$ cat src/rtl/dtk_pkg.sv
// Shared types, constants and the insertion planning function of the outlier tracker.
`timescale 1ns / 1ps
package dtk_pkg;

	localparam int TABLE_DEPTH = 16;
	localparam int FILL_W      = $clog2(TABLE_DEPTH + 1);
	localparam int IDX_W       = $clog2(TABLE_DEPTH);
	localparam int SIZE_W      = 5;
	localparam int MIN_W       = 16;
	localparam int CFG_W       = 16;
	localparam int CFG_IDX_W   = 2;

	// Configuration register indexes.
	typedef enum logic [CFG_IDX_W-1:0] {
		REG_TABLE_SIZE = 2'd0,
		REG_LONG_MIN   = 2'd1,
		REG_EFF_MIN    = 2'd2
	} cfg_reg_t;

	// Opcodes and table selectors.
	localparam logic OP_OFFER = 1'b0;
	localparam logic OP_READ  = 1'b1;
	localparam logic TBL_LONG = 1'b0;
	localparam logic TBL_EFF  = 1'b1;

	typedef enum logic [2:0] {
		ST_IDLE,
		ST_MUL0,
		ST_MUL1,
		ST_UPD,
		ST_DONE
	} state_t;

	typedef struct packed {
		logic        opcode;
		logic [63:0] blk_num;
		logic [15:0] tx_cnt;
		logic [39:0] gas_amt;
		logic [39:0] total_duration;
		logic        table_select;
		logic [3:0]  read_index;
	} req_t;

	typedef struct packed {
		logic        admitted_long;
		logic        admitted_gas;
		logic        entry_valid;
		logic [63:0] entry_blk_num;
		logic [15:0] entry_tx_cnt;
		logic [39:0] entry_gas_amt;
		logic [39:0] entry_duration;
		logic [4:0]  table_fill;
	} rsp_t;

	// One table entry as held by a cell.
	typedef struct packed {
		logic [63:0] bn;
		logic [15:0] txn;
		logic [39:0] gas;
		logic [39:0] dur;
	} entry_t;

	// Phase strobes broadcast to every cell.
	typedef struct packed {
		logic mul0;
		logic mul1;
	} cell_ctl_t;

	// Per-cell load selection.
	typedef struct packed {
		logic take_blk;
		logic take_prev;
	} load_t;

	typedef struct packed {
		logic                   admit;
		logic [FILL_W-1:0]      new_fill;
		logic [TABLE_DEPTH-1:0] take_blk;
		logic [TABLE_DEPTH-1:0] take_prev;
	} plan_t;

	// Works out admission, insertion point and new fill from the cell verdicts.
	// A set beaten bit means the new block ranks strictly ahead of that cell's entry.
	function automatic plan_t plan_insert(input logic en, input logic [FILL_W-1:0] fill,
		input logic [SIZE_W-1:0] size, input logic [TABLE_DEPTH-1:0] beaten);
		plan_t             p;
		logic [FILL_W-1:0] size_c;
		logic [FILL_W-1:0] fe;
		logic [FILL_W-1:0] fb;
		logic [FILL_W-1:0] pos;
		logic              found;
		p      = '0;
		fb     = '0;
		pos    = '0;
		found  = 1'b0;
		if (int'(size) > TABLE_DEPTH) begin
			size_c = FILL_W'(TABLE_DEPTH);
		end else begin
			size_c = FILL_W'(size);
		end
		fe         = (fill > size_c) ? size_c : fill;
		p.new_fill = fill;
		if (en && (size != '0)) begin
			p.new_fill = fe;
			if (fe == size_c) begin
				fb      = size_c - FILL_W'(1);
				p.admit = beaten[IDX_W'(fb)];
			end else begin
				p.admit = 1'b1;
				fb      = fe;
			end
			if (p.admit) begin
				pos = fb;
				for (int i = 0; i < TABLE_DEPTH; i++) begin
					if (!found && (FILL_W'(i) < fb) && beaten[i]) begin
						pos   = FILL_W'(i);
						found = 1'b1;
					end
				end
				for (int i = 0; i < TABLE_DEPTH; i++) begin
					p.take_blk[i]  = (FILL_W'(i) == pos);
					p.take_prev[i] = (FILL_W'(i) > pos) && (FILL_W'(i) <= fb);
				end
				p.new_fill = fb + FILL_W'(1);
			end
		end
		return p;
	endfunction

endpackage

$ cat src/rtl/dtk_long_cell.sv
// One cell of the time-per-transaction table: holds an entry and ranks the offered block.
`timescale 1ns / 1ps
module dtk_long_cell (
	input  logic               clk,
	input  dtk_pkg::entry_t    blk,
	input  dtk_pkg::entry_t    prev,
	input  dtk_pkg::cell_ctl_t ctl,
	input  dtk_pkg::load_t     ld,
	output dtk_pkg::entry_t    entry,
	output logic               beaten
);
	import dtk_pkg::*;

	entry_t      entry_q;
	logic [55:0] prod_w_q;
	logic [55:0] prod_b_q;
	logic [15:0] n_blk;
	logic [15:0] n_w;

	// A zero transaction count divides by one.
	assign n_blk = (blk.txn == '0) ? 16'd1 : blk.txn;
	assign n_w   = (entry_q.txn == '0) ? 16'd1 : entry_q.txn;

	// Cross products of duration and the other side's transaction count.
	always_ff @(posedge clk) begin
		if (ctl.mul0) begin
			prod_w_q <= 56'(entry_q.dur) * 56'(n_blk);
			prod_b_q <= 56'(blk.dur) * 56'(n_w);
		end
	end

	// The block wins when its duration per transaction is strictly larger.
	assign beaten = (prod_w_q < prod_b_q);

	// Take the new block or shift the neighbor's entry down by one place.
	always_ff @(posedge clk) begin
		if (ld.take_blk) begin
			entry_q <= blk;
		end else if (ld.take_prev) begin
			entry_q <= prev;
		end
	end

	assign entry = entry_q;
endmodule

$ cat config.mk
export PLATFORM = sky130hd
export DESIGN_NAME = dtk_long_cell
export DESIGN_NICKNAME = d
export VERILOG_FILES = /design/src/rtl/dtk_pkg.sv /design/src/rtl/dtk_long_cell.sv
export SDC_FILE = /design/constraint.sdc
export NUM_CORES = 2
export LEC_CHECK = 0
export BUFFER_PORTS_ARGS = -buffer_cell sky130_fd_sc_hd__buf_2
export CORE_UTILIZATION = 24
export CTS_BUF_LIST = sky130_fd_sc_hd__clkbuf_4
export DETAILED_ROUTE_END_ITERATION = 10
export SLEW_MARGIN = 20
export SYNTH_ARGS = -nofsm -noshare
export SYNTH_HDL_FRONTEND = slang
export SYNTH_SLANG_ARGS = --single-unit
$ cat constraint.sdc
create_clock -name clk -period 13 [get_ports clk]
set_clock_uncertainty 0.2 [all_clocks]
set_input_delay 0 -clock clk [delete_from_list [all_inputs] [get_ports clk]]
set_output_delay 0 -clock clk [all_outputs]
set_load 0.01 [all_outputs]
After elaboration in Yosys (flattened, before gate mapping)
Cells that the tools add are included.
- order comparisons: 1
- reductions and logical operators: 3
- $mul: 2
- mux-type cells: 4
- operator list (kind ; count):
    160-bit two-way mux ; 2
    40-bit by 16-bit multiplier with 56-bit output ; 2
    56-bit < comparator ; 1
    16-bit zero test ; 2
    16-bit two-way mux ; 2
    2-bit nonzero test ; 1
- input port bits: 325
- register bits: 272
- word-level logic and storage cells: 16
- output and inout bits: 161

Depth between registers and ports, before layout
- word-level depth: 3
- gate-level depth with buffers: 25

Worst setup path before layout
No wires, ideal clock.
- path kind: register -> register
- from: register entry_q (netlist bit entry[81])
- to: register prod_b_q[54] (data pin)
- setup slack: 6463 ps
- library setup time: 260 ps
- arrival time: 6077 ps
- stages on the path, launching flop included: 25
- required time: 12540 ps
- buffers on the path: 2
- clock period less this slack: 6537 ps
- cells stage by stage: edfxtp_1 -> clkbuf_1 -> nand2_1 -> fa_1 -> inv_1 -> fa_1 -> inv_1 -> fa_1 -> inv_1 -> fa_1 -> fa_1 -> inv_1 -> fa_1 -> inv_1 -> ha_1 -> buf_2 -> nand4_1 -> or3_1 -> nand2b_1 -> a211oi_2 -> a21oi_2 -> o31a_2 -> o21ai_2 -> a311oi_2 -> xnor2_1
- word-level cells in the longest chain between the ends: 3
- RTL lines (element ; RTL line ; text):
    from (decl) ; dtk_long_cell.sv:14 ; entry_t entry_q;
    from (signal assigned) ; dtk_long_cell.sv:38 ; entry_q <= blk;
    from (signal assigned) ; dtk_long_cell.sv:40 ; entry_q <= prev;
    16-bit zero test ; dtk_long_cell.sv:22 ; assign n_w = (entry_q.txn == '0) ? 16'd1 : entry_q.txn;
    16-bit two-way mux * ; dtk_long_cell.sv:22 ;
    40-bit by 16-bit multiplier with 56-bit output * ; dtk_long_cell.sv:28 ; prod_b_q <= 56'(blk.dur) * 56'(n_w);
    to (signal assigned) ; dtk_long_cell.sv:28 ;
    to (decl) ; dtk_long_cell.sv:16 ; logic [55:0] prod_b_q;
Mark *: on every way between the ends. The rest lies on a longest branch, timed or not.
A chain may end at the register's enable or synchronous reset.

Worst setup path after layout
- from: register entry_q (netlist bit entry[22])
- to: register prod_w_q[54] (data pin)
- word-level cells in the longest chain between the ends: 1
- RTL lines (element ; RTL line ; text):
    40-bit by 16-bit multiplier with 56-bit output ; dtk_long_cell.sv:27 ; prod_w_q <= 56'(entry_q.dur) * 56'(n_blk);
    to (signal assigned) ; dtk_long_cell.sv:27 ;
    to (decl) ; dtk_long_cell.sv:15 ; logic [55:0] prod_w_q;
No other way between the ends.

==> results.cfg <==
[floorplan]
initial_utilization_pct = 24.1
rows = 170
die_w_um = 466
die_h_um = 466
dieArea_mm2 = 0.217
boundaryPins = 486
coreArea_mm2 = 0.214

[grt]
overflow = 0
grt_use_total_pct = 16.6
antenna_found_initial = 64
grt_pass1_wl_mm = 276
grt_pass1_vias = 45900
grt_max_degree = 59

[sta]
tightest_slew_ps = 1090
report.final.slew_viol_count = 0
max_slew_margin_pct = 27.3
setup-tns-final_ps = 0
period_needed_ps = 7890
fin_crit_sh_pct = 60.7
setup_viol = 0
grt_setup_unrepaired = false
hold_viol_final = 0
fmax_ghz = 0.127

[final_layout]
multi_input_area_mm2 = 0.0377
nFillCells = 22400
area_delta_synth_final_pct = 23.9
ff_latch_area_mm2 = 0.00817
final_cell_mix = 1281 x inv_1, 1060 x fa_1, 971 x nand2_1
final_common_cell = inv_1
layout-drive-gt1-share_pct = 12.9
final_nets = 8057

[yosys]
yosys-top-cells-area = fa_1 41%, edfxtp_1 16%, inv_1 9.3%
synth_edf_count = 272
synth_ff_type = edfxtp_1
yosys.area.top_type_share_pct = 41.0
synthArstFlopShare_pct = 0
syn_area_mm2 = 0.0517
ys_types = 70
syn_nets = 7140
synth_top_cell_by_area = fa_1
ys_ff_latch = 272
syn_area_per_cell_um2 = 9.50
yosys_warnings = 0
synth_cells = 5444
seq_area_frac_synth_pct = 15.8

[job]
maxCapViolations = 0

[placed_design]
place_congestion = 0.937
place_hpwl_mm = 133
port_buffers = 484

[detailed_routing]
drtPass1Iterations = 6
avgViaCountPerCell = 4.55
via_count = 42300
drtIter0Drc = 3083
ant_nets = 0
wl_per_cell_um = 19.3
drcViolationCount = 0
finalWirelength_mm = 180

[min_path]
min_from = blk[92]
hold_path_class = input port to flop

[setup_path]
cp.required_ps = 13410
cp.arrival_ps = 8300
cp-start-kind = flop
cp-startpoint = entry[22]
crit_slowest_cell = edfxtp_1
critPathCaptureType = flop
slowest_delay_ps = 930
crit_type = flop to flop
worstPathCellList = nand2_1, fa_1, inv_1, fa_1, inv_1, fa_1, inv_1, fa_1, fa_1, inv_1, fa_1, inv_1, ha_1, a21oi_1, o21ai_0, nor2_1, inv_1, o311ai_0, a21oi_1, a31oi_1, o31ai_1, xor2_1
r2r_start = entry[22]
path_max_fanout = 17

[cts]
cts_tree = yes
cts_root_buffer = clkbuf_4
clk_latency_ps = 900
cts_sinks = 272
clkTransAtPathRegs_ps = 90
cts_buffers = 75
post_cts_buffers = 0
clock_path_buffers = 3
cts_max_level = 3

[outcome]
outcome = finished, final reports clean
## cell usage after synthesis (6+ instances only)
| cell type | instances |
|---|---|
| a31oi_1 | 15 |
| ha_1 | 311 |
| o31ai_1 | 8 |
| nor4_1 | 8 |
| inv_1 | 1281 |
| o21ai_0 | 59 |
| nand3_1 | 28 |
| a211oi_1 | 8 |
| nand4_1 | 36 |
| buf_2 | 9 |
| a21o_1 | 72 |
| o21bai_1 | 21 |
| nand2_1 | 971 |
| xor2_1 | 37 |
| o21a_1 | 8 |
| and3_1 | 8 |
| nor2_1 | 65 |
| nor3_1 | 19 |
| xnor2_1 | 67 |
| clkbuf_1 | 270 |
| and2_1 | 401 |
| edfxtp_1 | 272 |
| nor2b_1 | 13 |
| mux2_2 | 160 |
| o21ai_1 | 6 |
| fa_1 | 1060 |
| a21oi_1 | 140 |
## flip-flops by register name, indices dropped and copies added, names as in the netlist
signal and flops:
prod_w_q 56, prod_b_q 56, entry 160
## timing repair
| item | 4_1_cts | 5_1_grt |
|---|---|---|
| resized for setup | 0 | 0 |
| hold buffers | 595 | 0 |
| endpoints found under the hold margin | 342 | 0 |
## layer usage
| metal | part of all wire (%) | up-vias | GRT usage, % | wire length (µm) |
|---|---|---|---|---|
| met4 | 5.4 | 36 | 9.06 | 9650 |
| li1 | - | 18200 | - | - |
| met1 | 41 | 21600 | 21.4 | 73700 |
| met3 | 8.3 | 525 | 3.81 | 14900 |
| met5 | 0.13 | - | 0.285 | 237 |
| met2 | 45 | 1906 | 25.7 | 81200 |
## worst paths after layout
kind / slack, ps / cells past startpoint / endpoint
setup / recovery: 5110 / 22 / prod_w_q[54]
hold reg to reg: 700 / 2 / prod_w_q[1]
setup reg to reg: 5110 / 22 / prod_w_q[54]
hold / removal: 110 / 4 / entry[92]
## worst max-delay path: cells and delay by family, from the launching register on
kind / cells / cell delay (ps)
buffers and inverters: 6 / 320
DFF: 1 / 930
xor gates and xnor gates: 1 / 160
adders and majority gates: 7 / 3490
AOI/OAI and AO/OA: 6 / 2130
and+or+nand+nor: 2 / 350
## metrics by stage
stage	utilization (%)	hold WS [ps]	setup slack, ps	std cells	instance area, µm²
global route	29.9	52.6	4690	9283	64000
global placement	26.6	103	5160	8527	57000
floorplan	-	-87.5	6460	5444	51700
finish	29.9	111	5110	9297	64100
detailed placement	26.6	105	5170	8527	57000
CTS	29.8	1.40	5110	9254	64000
## cell type report
type	count	area share, %
clock inverter	30	0.400
clock buffer	102	1.20
sequential	272	12.7
tap	2838	5.54
inverter	1281	7.51
multi-input combinational	3608	58.8
timing repair buffer	1123	13.6
antenna	43	0.168
## kinds of logic after synthesis
kind of cell               Yosys count  share of synthesized area (%)
AOI/OAI and AO/OA                  395                           5.01
xor gates and xnor gates           104                           1.76
buffers and inverters             1564                           11.4
adders and majority gates         1371                           48.5
DFF                                272                           15.8
and+or+nand+nor                   1578                           14.0
muxes                              160                           3.48
Power is left out: the tool's default activity adds up to more than one toggle a clock period on the data nets, which glitch-free logic cannot reach.
